===== src/r2nv_pkg.sv =====
// Shared types, constants and helpers for the RGB to NV12 pixel converter.
package r2nv_pkg;

  localparam int unsigned PIXEL_W = 32;
  localparam int unsigned SIZE_W  = 13;
  localparam int unsigned CFG_IDX_W  = 2;
  localparam int unsigned CFG_DATA_W = 13;

  typedef enum logic [CFG_IDX_W-1:0] {
    CFG_PIXEL_FORMAT = 2'd0,
    CFG_FRAME_WIDTH  = 2'd1,
    CFG_FRAME_HEIGHT = 2'd2
  } cfg_reg_t;

  localparam logic FMT_RGB565 = 1'b0;
  localparam logic FMT_BGRA   = 1'b1;

  localparam logic [SIZE_W-1:0] WIDTH_RESET  = 13'd640;
  localparam logic [SIZE_W-1:0] HEIGHT_RESET = 13'd480;

  // c*255/31 and c*255/63 as one multiply by a scaled reciprocal, >> 20
  localparam logic [28:0] EXP5_MUL = 29'd8625630;
  localparam logic [28:0] EXP6_MUL = 29'd4244475;
  localparam int unsigned EXP_SHIFT = 20;

  // BT.601 coefficients
  localparam logic [17:0] Y_R  = 18'd66;
  localparam logic [17:0] Y_G  = 18'd129;
  localparam logic [17:0] Y_B  = 18'd25;
  localparam logic [17:0] CB_R = 18'd38;
  localparam logic [17:0] CB_G = 18'd74;
  localparam logic [17:0] CB_B = 18'd112;
  localparam logic [17:0] CR_R = 18'd112;
  localparam logic [17:0] CR_G = 18'd94;
  localparam logic [17:0] CR_B = 18'd18;
  localparam logic [17:0] ROUND_OFS  = 18'd128;
  localparam logic [17:0] CHROMA_OFS = 18'd32896;  // 128 + 128*256

  localparam logic [7:0] LUMA_MIN   = 8'd16;
  localparam logic [7:0] LUMA_MAX   = 8'd235;
  localparam logic [7:0] CHROMA_MIN = 8'd16;
  localparam logic [7:0] CHROMA_MAX = 8'd240;

  typedef struct packed {
    logic [7:0] r;
    logic [7:0] g;
    logic [7:0] b;
  } rgb_t;

  typedef struct packed {
    logic chroma;
    logic frame_end;
  } pos_flags_t;

  typedef struct packed {
    logic [7:0] luma;
    logic [7:0] cb;
    logic [7:0] cr;
  } ycc_t;

  function automatic logic [7:0] expand5(input logic [4:0] c);
    logic [28:0] prod;
    prod = 29'(c) * EXP5_MUL;
    return prod[EXP_SHIFT +: 8];
  endfunction

  function automatic logic [7:0] expand6(input logic [5:0] c);
    logic [28:0] prod;
    prod = 29'(c) * EXP6_MUL;
    return prod[EXP_SHIFT +: 8];
  endfunction

endpackage


===== src/r2nv_if.sv =====
// Handshake channel interfaces: pixel input, converted output, config write.
interface r2nv_pix_in_if;
  logic                          valid;
  logic                          ready;
  logic [r2nv_pkg::PIXEL_W-1:0] pixel_word;

  modport source (output valid, output pixel_word, input ready);
  modport sink   (input valid, input pixel_word, output ready);
endinterface

interface r2nv_pix_out_if;
  logic       valid;
  logic       ready;
  logic [7:0] luma;
  logic       chroma_valid;
  logic [7:0] chroma_blue;
  logic [7:0] chroma_red;
  logic       frame_end;

  modport source (output valid, output luma, output chroma_valid, output chroma_blue,
                  output chroma_red, output frame_end, input ready);
  modport sink   (input valid, input luma, input chroma_valid, input chroma_blue,
                  input chroma_red, input frame_end, output ready);
endinterface

interface r2nv_cfg_if;
  logic                             valid;
  logic                             ready;
  logic [r2nv_pkg::CFG_IDX_W-1:0]  index;
  logic [r2nv_pkg::CFG_DATA_W-1:0] data;

  modport source (output valid, output index, output data, input ready);
  modport sink   (input valid, input index, input data, output ready);
endinterface


===== src/r2nv_pos_tracker.sv =====
// Column/row position counters with chroma-site and end-of-frame flags.
module r2nv_pos_tracker #(
  parameter int unsigned MAX_DIMENSION = 4096
) (
  input  logic                         clk,
  input  logic                         rst_n,
  input  logic                         advance,
  input  logic [r2nv_pkg::SIZE_W-1:0]  frame_width,
  input  logic [r2nv_pkg::SIZE_W-1:0]  frame_height,
  output r2nv_pkg::pos_flags_t         flags
);
  import r2nv_pkg::*;

  localparam int unsigned POS_W = (MAX_DIMENSION > 1) ? $clog2(MAX_DIMENSION) : 1;
  localparam int unsigned CMP_W = (POS_W + 1 > SIZE_W) ? POS_W + 1 : SIZE_W;
  localparam logic [CMP_W-1:0] MAX_SIZE = CMP_W'(MAX_DIMENSION);
  localparam logic [CMP_W-1:0] ONE      = CMP_W'(1);

  logic [POS_W-1:0] col_r, col_nxt;
  logic [POS_W-1:0] row_r, row_nxt;
  logic [CMP_W-1:0] eff_w, eff_h, w_ext, h_ext;
  logic             col_last, row_last;

  // zero acts as one, oversize acts as the maximum
  always_comb begin
    w_ext = CMP_W'(frame_width);
    h_ext = CMP_W'(frame_height);
    eff_w = (w_ext == '0) ? ONE : ((w_ext > MAX_SIZE) ? MAX_SIZE : w_ext);
    eff_h = (h_ext == '0) ? ONE : ((h_ext > MAX_SIZE) ? MAX_SIZE : h_ext);
    col_last = (CMP_W'(col_r) + ONE) >= eff_w;
    row_last = (CMP_W'(row_r) + ONE) >= eff_h;
  end

  always_comb begin
    col_nxt = col_r;
    row_nxt = row_r;
    if (advance) begin
      if (col_last) begin
        col_nxt = '0;
        row_nxt = row_last ? '0 : row_r + POS_W'(1);
      end else begin
        col_nxt = col_r + POS_W'(1);
      end
    end
  end

  always_ff @(posedge clk) begin
    if (!rst_n) begin
      col_r <= '0;
      row_r <= '0;
    end else begin
      col_r <= col_nxt;
      row_r <= row_nxt;
    end
  end

  assign flags.chroma    = !col_r[0] && !row_r[0];
  assign flags.frame_end = col_last && row_last;

endmodule


===== src/r2nv_csc.sv =====
// BT.601 limited-range RGB to YCbCr conversion with output clamping.
module r2nv_csc (
  input  r2nv_pkg::rgb_t rgb,
  input  logic           chroma,
  output r2nv_pkg::ycc_t ycc
);
  import r2nv_pkg::*;

  logic [17:0] y_sum, cb_sum, cr_sum;
  logic [8:0]  y_val;
  logic [9:0]  cb_val, cr_val;

  // chroma sums stay non-negative thanks to the 128*256 offset
  always_comb begin
    y_sum  = Y_R * 18'(rgb.r) + Y_G * 18'(rgb.g) + Y_B * 18'(rgb.b) + ROUND_OFS;
    cb_sum = CB_B * 18'(rgb.b) + CHROMA_OFS - CB_R * 18'(rgb.r) - CB_G * 18'(rgb.g);
    cr_sum = CR_R * 18'(rgb.r) + CHROMA_OFS - CR_G * 18'(rgb.g) - CR_B * 18'(rgb.b);
    y_val  = 9'(y_sum[17:8]) + 9'(LUMA_MIN);
    cb_val = cb_sum[17:8];
    cr_val = cr_sum[17:8];

    if (y_val < 9'(LUMA_MIN))      ycc.luma = LUMA_MIN;
    else if (y_val > 9'(LUMA_MAX)) ycc.luma = LUMA_MAX;
    else                           ycc.luma = y_val[7:0];

    if (!chroma)                          ycc.cb = '0;
    else if (cb_val < 10'(CHROMA_MIN))    ycc.cb = CHROMA_MIN;
    else if (cb_val > 10'(CHROMA_MAX))    ycc.cb = CHROMA_MAX;
    else                                  ycc.cb = cb_val[7:0];

    if (!chroma)                          ycc.cr = '0;
    else if (cr_val < 10'(CHROMA_MIN))    ycc.cr = CHROMA_MIN;
    else if (cr_val > 10'(CHROMA_MAX))    ycc.cr = CHROMA_MAX;
    else                                  ycc.cr = cr_val[7:0];
  end

endmodule


===== src/rgb_to_nv12_pixel_converter_top.sv =====
// Pipeline: an input transaction is captured in the input reg, then in the result reg that drives result valid.
// Throughput: one pixel per cycle; the input stalls only while the result reg is held.
// Rate is set by the single conversion stage between the two pipeline registers.
// Reset (rst_n low, synchronous): pipeline empty, counters at 0, format RGB565,
// frame size 640x480.
module rgb_to_nv12_pixel_converter_top #(
  parameter int unsigned MAX_DIMENSION = 4096
) (
  input  logic           clk,
  input  logic           rst_n,
  r2nv_pix_in_if.sink    in_bus,
  r2nv_pix_out_if.source out_bus,
  r2nv_cfg_if.sink       cfg_bus
);
  import r2nv_pkg::*;

  logic              fmt_r;
  logic [SIZE_W-1:0] width_r, height_r;

  logic       s1_valid_r;
  rgb_t       s1_rgb_r;
  pos_flags_t s1_flags_r;
  logic       out_valid_r;
  ycc_t       out_ycc_r;
  logic       out_chroma_r, out_end_r;

  rgb_t       in_rgb;
  pos_flags_t pos_flags;
  ycc_t       ycc;
  logic       out_free, s1_move, in_take;

  // config: always ready; the user must write it only while idle (not enforced here)
  assign cfg_bus.ready = 1'b1;

  always_ff @(posedge clk) begin
    if (!rst_n) begin
      fmt_r    <= FMT_RGB565;
      width_r  <= WIDTH_RESET;
      height_r <= HEIGHT_RESET;
    end else if (cfg_bus.valid) begin
      unique case (cfg_reg_t'(cfg_bus.index))
        CFG_PIXEL_FORMAT: fmt_r    <= cfg_bus.data[0];
        CFG_FRAME_WIDTH:  width_r  <= cfg_bus.data[SIZE_W-1:0];
        CFG_FRAME_HEIGHT: height_r <= cfg_bus.data[SIZE_W-1:0];
        default: ;
      endcase
    end
  end

  assign out_free     = !out_valid_r || out_bus.ready;
  assign s1_move      = s1_valid_r && out_free;
  assign in_bus.ready = !s1_valid_r || out_free;
  assign in_take      = in_bus.valid && in_bus.ready;

  always_comb begin
    if (fmt_r == FMT_BGRA) begin
      in_rgb.r = in_bus.pixel_word[23:16];
      in_rgb.g = in_bus.pixel_word[15:8];
      in_rgb.b = in_bus.pixel_word[7:0];
    end else begin
      in_rgb.r = expand5(in_bus.pixel_word[15:11]);
      in_rgb.g = expand6(in_bus.pixel_word[10:5]);
      in_rgb.b = expand5(in_bus.pixel_word[4:0]);
    end
  end

  r2nv_pos_tracker #(
    .MAX_DIMENSION (MAX_DIMENSION)
  ) u_pos (
    .clk          (clk),
    .rst_n        (rst_n),
    .advance      (in_take),
    .frame_width  (width_r),
    .frame_height (height_r),
    .flags        (pos_flags)
  );

  always_ff @(posedge clk) begin
    if (!rst_n) begin
      s1_valid_r <= 1'b0;
    end else if (in_bus.ready) begin
      s1_valid_r <= in_bus.valid;
    end
  end

  always_ff @(posedge clk) begin
    if (in_take) begin
      s1_rgb_r   <= in_rgb;
      s1_flags_r <= pos_flags;
    end
  end

  r2nv_csc u_csc (
    .rgb    (s1_rgb_r),
    .chroma (s1_flags_r.chroma),
    .ycc    (ycc)
  );

  always_ff @(posedge clk) begin
    if (!rst_n) begin
      out_valid_r <= 1'b0;
    end else if (out_free) begin
      out_valid_r <= s1_valid_r;
    end
  end

  always_ff @(posedge clk) begin
    if (s1_move) begin
      out_ycc_r    <= ycc;
      out_chroma_r <= s1_flags_r.chroma;
      out_end_r    <= s1_flags_r.frame_end;
    end
  end

  assign out_bus.valid        = out_valid_r;
  assign out_bus.luma         = out_ycc_r.luma;
  assign out_bus.chroma_valid = out_chroma_r;
  assign out_bus.chroma_blue  = out_ycc_r.cb;
  assign out_bus.chroma_red   = out_ycc_r.cr;
  assign out_bus.frame_end    = out_end_r;

  a_chroma_zero: assert property (@(posedge clk) disable iff (!rst_n)
    out_bus.valid && !out_bus.chroma_valid |->
      out_bus.chroma_blue == 8'd0 && out_bus.chroma_red == 8'd0)
    else $error("chroma fields nonzero on a non-chroma pixel");

  a_luma_range: assert property (@(posedge clk) disable iff (!rst_n)
    out_bus.valid |-> out_bus.luma >= LUMA_MIN && out_bus.luma <= LUMA_MAX)
    else $error("luma out of range");

  a_chroma_range: assert property (@(posedge clk) disable iff (!rst_n)
    out_bus.valid && out_bus.chroma_valid |->
      out_bus.chroma_blue >= CHROMA_MIN && out_bus.chroma_blue <= CHROMA_MAX &&
      out_bus.chroma_red >= CHROMA_MIN && out_bus.chroma_red <= CHROMA_MAX)
    else $error("chroma out of range");

  a_no_drop: assert property (@(posedge clk) disable iff (!rst_n)
    s1_valid_r && !out_free |=> s1_valid_r && $stable(s1_rgb_r))
    else $error("stalled pipeline item lost");

endmodule


===== src/flat_wrapper.sv =====
// flat-port wrapper written by rule: the top's interface ports become plain ports
module rgb_to_nv12_pixel_converter_top_flat import r2nv_pkg::*;
#(
  parameter int unsigned MAX_DIMENSION = 4096
)
  (clk, rst_n, in_bus_valid, in_bus_pixel_word, in_bus_ready, out_bus_valid, out_bus_luma, out_bus_chroma_valid, out_bus_chroma_blue, out_bus_chroma_red, out_bus_frame_end, out_bus_ready, cfg_bus_valid, cfg_bus_index, cfg_bus_data, cfg_bus_ready);
  r2nv_pix_in_if in_bus_i ();
  r2nv_pix_out_if out_bus_i ();
  r2nv_cfg_if cfg_bus_i ();
  input  logic clk;
  input  logic rst_n;
  input wire logic [$bits(in_bus_i.valid)-1:0] in_bus_valid;
  input wire logic [$bits(in_bus_i.pixel_word)-1:0] in_bus_pixel_word;
  output wire logic [$bits(in_bus_i.ready)-1:0] in_bus_ready;
  output wire logic [$bits(out_bus_i.valid)-1:0] out_bus_valid;
  output wire logic [$bits(out_bus_i.luma)-1:0] out_bus_luma;
  output wire logic [$bits(out_bus_i.chroma_valid)-1:0] out_bus_chroma_valid;
  output wire logic [$bits(out_bus_i.chroma_blue)-1:0] out_bus_chroma_blue;
  output wire logic [$bits(out_bus_i.chroma_red)-1:0] out_bus_chroma_red;
  output wire logic [$bits(out_bus_i.frame_end)-1:0] out_bus_frame_end;
  input wire logic [$bits(out_bus_i.ready)-1:0] out_bus_ready;
  input wire logic [$bits(cfg_bus_i.valid)-1:0] cfg_bus_valid;
  input wire logic [$bits(cfg_bus_i.index)-1:0] cfg_bus_index;
  input wire logic [$bits(cfg_bus_i.data)-1:0] cfg_bus_data;
  output wire logic [$bits(cfg_bus_i.ready)-1:0] cfg_bus_ready;
  assign in_bus_i.valid = in_bus_valid;
  assign in_bus_i.pixel_word = in_bus_pixel_word;
  assign in_bus_ready = in_bus_i.ready;
  assign out_bus_valid = out_bus_i.valid;
  assign out_bus_luma = out_bus_i.luma;
  assign out_bus_chroma_valid = out_bus_i.chroma_valid;
  assign out_bus_chroma_blue = out_bus_i.chroma_blue;
  assign out_bus_chroma_red = out_bus_i.chroma_red;
  assign out_bus_frame_end = out_bus_i.frame_end;
  assign out_bus_i.ready = out_bus_ready;
  assign cfg_bus_i.valid = cfg_bus_valid;
  assign cfg_bus_i.index = cfg_bus_index;
  assign cfg_bus_i.data = cfg_bus_data;
  assign cfg_bus_ready = cfg_bus_i.ready;
  rgb_to_nv12_pixel_converter_top #(.MAX_DIMENSION(MAX_DIMENSION)) u_core (.clk(clk), .rst_n(rst_n), .in_bus(in_bus_i), .out_bus(out_bus_i), .cfg_bus(cfg_bus_i));
endmodule

===== config.mk =====
export PLATFORM = sky130hd
export DESIGN_NAME = rgb_to_nv12_pixel_converter_top_flat
export DESIGN_NICKNAME = d
export VERILOG_FILES = /design/src/r2nv_pkg.sv /design/src/r2nv_if.sv /design/src/r2nv_pos_tracker.sv /design/src/r2nv_csc.sv /design/src/rgb_to_nv12_pixel_converter_top.sv /design/src/flat_wrapper.sv
export SDC_FILE = /design/constraint.sdc
export NUM_CORES = 1
export LEC_CHECK = 0
export BUFFER_PORTS_ARGS = -buffer_cell sky130_fd_sc_hd__buf_2
export CAP_MARGIN = 20
export CORE_ASPECT_RATIO = 1.4
export CORE_UTILIZATION = 55
export CTS_BUF_LIST = sky130_fd_sc_hd__clkbuf_4
export DETAILED_ROUTE_END_ITERATION = 8
export PLACE_DENSITY = 0.75
export SLEW_MARGIN = 20
export SYNTH_ARGS = -nofsm -noshare
export SYNTH_HDL_FRONTEND = slang
export SYNTH_SLANG_ARGS = --single-unit

===== constraint.sdc =====
create_clock -name clk -period 22.5 [get_ports clk]
set_input_delay 2.25 -clock clk [delete_from_list [all_inputs] [get_ports clk]]
set_output_delay 2.25 -clock clk [all_outputs]
set_load 0.01 [all_outputs]

# Word-level counts from Yosys, hierarchy flattened
# Index checks and enable logic that the tools add are counted.
# word_totals
reg_bits	105
output_inout_bits	29
# op_classes
add_sub_neg	14
mul	12
magnitude_cmp	10
eq_ne	2
muxes	12
bitwise_logic	1
n_reduce_logical	22
# op_table
op	count
$mul 5x23->27 const B	2
$mux 13	4
$mul 6x8->14 const A	3
$add 15x16->17 const B	2
$mul 6x23->28 const B	1
$add 12x1->13 const B	2
$ge 13x13->1	2
$gt 13x13->1 const B	2
$logic_not 13->1	2
$mul 5x8->13 const A	2
$add 12x1->12 const B	2
$mux 12	2
$mux 24	1
$mux 8	3
$mul 3x8->11 const A	2
$gt 10x8->1 const B	2
$lt 10x5->1 const B	2
$sub 17x14->18	1
$sub 17x15->18	1
$sub 18x13->18	1
$sub 18x15->18	1
$add 15x16->17	1
$add 17x13->17	1
$add 17x8->17 const B	1
other kinds (16)	30

# Logic depth before layout (Yosys ltp)
# depth
depth_word	7
mapped_depth	29
ltp_nobuf	28

# Cells and area by module
# A second synthesis with hierarchy kept.
# hier_totals
cells_unflattened	2020
hier_area_um2	17804.6
# modules_own_cells
mod	n_inst	cells_per_inst	area_each_um2
r2nv_csc	1	973	8294.2
rgb_to_nv12_pixel_converter_top	1	757	7283.2
r2nv_pos_tracker	1	290	2227.1

# Worst setup path after synthesis
# Ideal clock, no wire load.
# synth_timing
kind	register to register
start	register u_core.s1_rgb_r[18] (netlist name)
end	register u_core.out_ycc_r, in the netlist u_core.out_bus.luma[0], data pin
setup_time_ns	0.254
arrival_ns	6.989
slack_ns	15.257
stages_incl_launch_ff	29
cell_sequence	edfxtp_1 ha_1 ha_1 ha_1 fa_1 xor2_1 ha_1 inv_1 fa_1 inv_1 fa_1 fa_1 ha_1 ha_1 buf_6 a21o_2 and2_4 o21ai_0 o31a_1 nor2b_1 xnor2_1 inv_1 ha_1 and3_1 a311o_1 a311oi_1 xor2_1 nand4_1 o21a_1
# synth_via
elab_chain_cells	7
word_cells_on_any_way	8
cone_classes	add/sub: 4; mul: 1; order compare: 2; mux: 1
# synth_lines
item	line_no	rtl
start: declaration	rgb_to_nv12_pixel_converter_top.sv:21	rgb_t s1_rgb_r;
start signal: assignment	rgb_to_nv12_pixel_converter_top.sv:88	s1_rgb_r <= in_rgb;
$mul 6x8->14 (*)	r2nv_csc.sv:15	y_sum = Y_R * 18'(rgb.r) + Y_G * 18'(rgb.g) + Y_B * 18'(rgb.b) + ROUND_OFS;
$add 15x16->17 (*)	r2nv_csc.sv:15	
$add 17x13->17 (*)	r2nv_csc.sv:15	
$add 17x8->17 (*)	r2nv_csc.sv:15	
$add 9x5->9 (*)	r2nv_csc.sv:18	y_val = 9'(y_sum[17:8]) + 9'(LUMA_MIN);
$gt 9x8->1	r2nv_csc.sv:23	else if (y_val > 9'(LUMA_MAX)) ycc.luma = LUMA_MAX;
$mux 8	r2nv_csc.sv:23	
end signal: assignment	rgb_to_nv12_pixel_converter_top.sv:109	out_ycc_r <= ycc;
end: declaration	rgb_to_nv12_pixel_converter_top.sv:24	ycc_t out_ycc_r;
# Mark *: on every way between the ends. The rest lies on a longest branch, timed or not.
# A chain may end at the register's enable or synchronous reset.

# Worst setup path in the final report
# layout_timing
start	register u_core.s1_rgb_r[23] (netlist name)
end	register u_core.out_ycc_r, in the netlist u_core.out_bus.luma[3], data pin
# Same word-level chain as after synthesis.

==> results.txt <==
- The run finished with clean final reports.
- Final-layout setup total negative slack: 0 ns
* Dominant register cell in the synthesized netlist: sky130_fd_sc_hd__dfxtp_1
* Total number of H-tree levels: 3
* Post-synth EDFFs: 52
- Global routing used between 20% and 30% of the available tracks.
* Row count: 76
* Clock sink count: ~110
- Top post-synthesis cells by count: 374 x sky130_fd_sc_hd__ha_1, 312 x sky130_fd_sc_hd__inv_1, 166 x sky130_fd_sc_hd__nand2_1
* Met2 wire length: ~20000 um
- The clock passes through at most 2 buffers.
- Placeable core area: between 0.03 and 0.04 mm^2
* Average routed wire per standard cell: between 15 and 20 um
- Cells with a size suffix above 1 make up about 6.3% of the layout.
* Initial antenna violation count: 1
- The count of final hold-check violations is 0.
* Number of hold buffers added after CTS: 0
- Counting the buffers created by CTS gives 9.
- Largest area contributor in the netlist: sky130_fd_sc_hd__ha_1
- Count of port buffers added during placement: around 70
- The die covers 0.0319 mm^2.
* Gate Count Post-Synth: 1900
- Entering global routing, the biggest net connects 50 pins.
* Timing-limited maximum frequency: about 0.13 GHz
- Setup violations remaining at the end of the flow were counted as 0.
- First-pass iteration count of the detailed router: 5
* Post-cts sizing count: 0
- In this run the cell area of the synthesized design comes to around 0.017 mm^2.
* Area share of the largest cell type after synthesis: around 27%
- Measured against its own limit, the worst slew margin works out to between 20% and 30%.
* Die extent in y: approximately 210 um
- Clock tree synthesis selected as its root buffer the cell sky130_fd_sc_hd__clkbuf_4.
- Chip Width: 151 um
* TritonCTS clock tree: built
- Top routing layer used: met4
- Count of nets left with antenna violations after detail routing: 0
- Kind of capture point of the worst setup path: register
* Warning count from the yosys run: 0
- Critical path arrival: 8.25 ns
- After synthesis the netlist holds a flip-flop and latch count of between 100 and 150.
- From synthesis to final layout, the design area changed by 5.09%.
- Clock-pin slew was measured on the worst setup and hold paths at ~0.18 ns.
- Post-CTS setup buffer count: 0
* MaxCap Viol Count: 0
- Max Slew Vio Count: 0
- Detailed Route Iter0 Violations: about 510
- In the routed layout, each cell is associated on average with a via count of 5.74.
- Biggest area contributors in the synthesized netlist: sky130_fd_sc_hd__ha_1 27%, sky130_fd_sc_hd__fa_1 16%, sky130_fd_sc_hd__edfxtp_1 9.1%, sky130_fd_sc_hd__inv_1 6.8%, sky130_fd_sc_hd__dfxtp_1 6.2%
- Weighted congestion at the end of routability-driven global placement: 0.927
* Worst skew pair latency: between 0.5 and 0.6 ns
- In the routed design, unresolved DRC markers number 0.
- Once detailed placement completed, the half-perimeter wirelength came to between 30000 and 40000 um.
- Kind of start point of the critical path: register
* DRT met1 WL: ~15000 um
* Cell with the most instances after synthesis: sky130_fd_sc_hd__ha_1
* Unrepaired setup endpoints after global routing: false
* Largest fanout of any net on the critical path: 8
- Via count of the first global-routing pass: ~14k
* Min Tclk post-route: 7.94 ns
- Summing the sequential cell areas from Yosys gives approximately 15% of the chip area.
- 81 I/O pins were placed.
* Net count, final: 2515
* Starting density of the core: between 50% and 60%
- Worst min-delay path class: reg -> reg
- Ys async rst share: 0%
- Wire segments on met3 add up to between 900 and 1000 um in the final route.
- The number of nets handed over by synthesis was 2462.
- Crit path kind: reg -> reg
* Tightest Pin Transition: roughly 1.1 ns
* Total grt overflow: 0
* Number of filler instances in the final layout: between 2k and 3k
* Data required time at the worst endpoint: about 23 ns
- DR vias: about 13k
- The first global-routing pass estimated 63300 um of wire.
* Fin Clk Skew: between 0.03 and 0.04 ns
- The final layout contains routed wiring with a total length of between 30000 and 40000 um.
- Mean post-synth cell area: roughly 9.0 um^2
- Share of the cycle needed by the critical path after routing: between 30% and 40%
* Reg2reg setup slack: about 15 ns
* Number of different library cells in the post-synthesis netlist: about 90
## metrics by stage
| stage | hold WS [ns] | std cells | util [%] | setup slack (ns) | cell area [um^2] |
|---|---|---|---|---|---|
| after detailed placement | 0.430 | 2332 | 58.3 | 14.63 | 17900 |
| after global routing | 0.477 | 2349 | 58.8 | 14.20 | 18000 |
| after floorplan | 0.400 | 1900 | - | 15.26 | 17200 |
| after CTS | 0.468 | 2348 | 58.8 | 14.58 | 18000 |
| after global placement | 0.422 | 2332 | 58.3 | 14.79 | 17900 |
| final | 0.459 | 2349 | 58.8 | 14.56 | 18000 |
## layout make-up
cell class,instances,area (um^2),share of cell area [%]
Clock buffer,9,67.6,0.374
Inverter,315,1180,6.55
Clock inverter,7,71.3,0.395
Timing Repair Buffer,76,393,2.18
Tap cell,390,488,2.70
Antenna cell,1,2.50,0.0139
Sequential cell,105,2620,14.5
Multi-Input combinational cell,1446,13200,73.3
## cells in the final DEF (no fill, tap or decap), types with 16 or more instances in the layout
cell,count
sky130_fd_sc_hd__nand2_1,166
sky130_fd_sc_hd__a21oi_1,114
sky130_fd_sc_hd__inv_1,312
sky130_fd_sc_hd__and3_1,22
sky130_fd_sc_hd__buf_2,71
sky130_fd_sc_hd__dfxtp_1,53
sky130_fd_sc_hd__fa_1,136
sky130_fd_sc_hd__a31oi_1,31
sky130_fd_sc_hd__xnor2_1,64
sky130_fd_sc_hd__o21bai_1,21
sky130_fd_sc_hd__xor2_1,35
sky130_fd_sc_hd__ha_1,374
sky130_fd_sc_hd__edfxtp_1,52
sky130_fd_sc_hd__nor3_1,25
sky130_fd_sc_hd__o21a_1,25
sky130_fd_sc_hd__nor2b_1,16
sky130_fd_sc_hd__nand2b_1,18
sky130_fd_sc_hd__nand3_1,44
sky130_fd_sc_hd__nor2_1,59
sky130_fd_sc_hd__a21o_1,50
sky130_fd_sc_hd__o21ai_0,56
## logic make-up after synthesis
| kind of cell | synth area share (%) |
|---|---|
| compound gates | 15.7 |
| xor+xnor | 5.14 |
| fa+ha+maj | 43.1 |
| buf+inv | 7.77 |
| flops | 15.3 |
| mux | 0.408 |
| other cells | 0.0218 |
| simple gates | 12.6 |
## state kept, by name, summed over array words and instances, names as in the netlist
| register | flops |
|---|---|
| u_core.s1_valid_r | 1 |
| u_core.fmt_r | 1 |
| u_core.out_bus.chroma_valid | 1 |
| u_core.out_bus.chroma_blue | 8 |
| u_core.s1_flags_r | 2 |
| u_core.out_bus.frame_end | 1 |
| u_core.u_pos.row_r | 12 |
| u_core.out_bus.luma | 8 |
| u_core.out_bus.valid | 1 |
| u_core.u_pos.col_r | 12 |
| u_core.height_r | 13 |
| u_core.width_r | 13 |
| u_core.s1_rgb_r | 24 |
| u_core.out_bus.chroma_red | 8 |
## metal layers
metal,up-vias,global-route usage (%)
li1,6670,-
met1,6495,27.5
met2,230,46.7
met3,89,2.61
met4,0,11.3
met5,-,0
## critical path, cell delays in order, from the launching register on
cell and delay, ns:
sky130_fd_sc_hd__edfxtp_1 0.65, sky130_fd_sc_hd__ha_1 0.38, sky130_fd_sc_hd__ha_1 0.30, sky130_fd_sc_hd__ha_1 0.23, sky130_fd_sc_hd__fa_1 0.42, sky130_fd_sc_hd__xor2_1 0.16
sky130_fd_sc_hd__ha_1 0.27, sky130_fd_sc_hd__inv_1 0.05, sky130_fd_sc_hd__fa_1 0.49, sky130_fd_sc_hd__inv_1 0.05, sky130_fd_sc_hd__fa_1 0.47, sky130_fd_sc_hd__fa_1 0.50
sky130_fd_sc_hd__ha_1 0.30, sky130_fd_sc_hd__ha_1 0.40, sky130_fd_sc_hd__a21o_2 0.29, sky130_fd_sc_hd__and2_4 0.18, sky130_fd_sc_hd__o21ai_0 0.15, sky130_fd_sc_hd__o31a_1 0.28
sky130_fd_sc_hd__nor2b_1 0.19, sky130_fd_sc_hd__xnor2_1 0.17, sky130_fd_sc_hd__inv_1 0.07, sky130_fd_sc_hd__ha_1 0.29, sky130_fd_sc_hd__and3_1 0.22, sky130_fd_sc_hd__a311o_1 0.31
sky130_fd_sc_hd__a311oi_1 0.29, sky130_fd_sc_hd__xor2_1 0.24, sky130_fd_sc_hd__nand4_1 0.21, sky130_fd_sc_hd__o21a_1 0.18
## final timing paths
path	start	to	cells after the start
setup / recovery	u_core.s1_rgb_r[23]$_DFFE_PP_	u_core.out_bus.luma[3]$_SDFFCE_PN0P_	27
setup reg to reg	u_core.s1_rgb_r[23]$_DFFE_PP_	u_core.out_bus.luma[3]$_SDFFCE_PN0P_	27
hold / removal	u_core.s1_flags_r[0]$_DFFE_PP_	u_core.out_bus.frame_end$_DFFE_PP_	0
hold reg to reg	u_core.s1_flags_r[0]$_DFFE_PP_	u_core.out_bus.frame_end$_DFFE_PP_	0
Power is not shown: default switching activity piles up to over one toggle a cycle in this logic, so the estimate is an artifact.
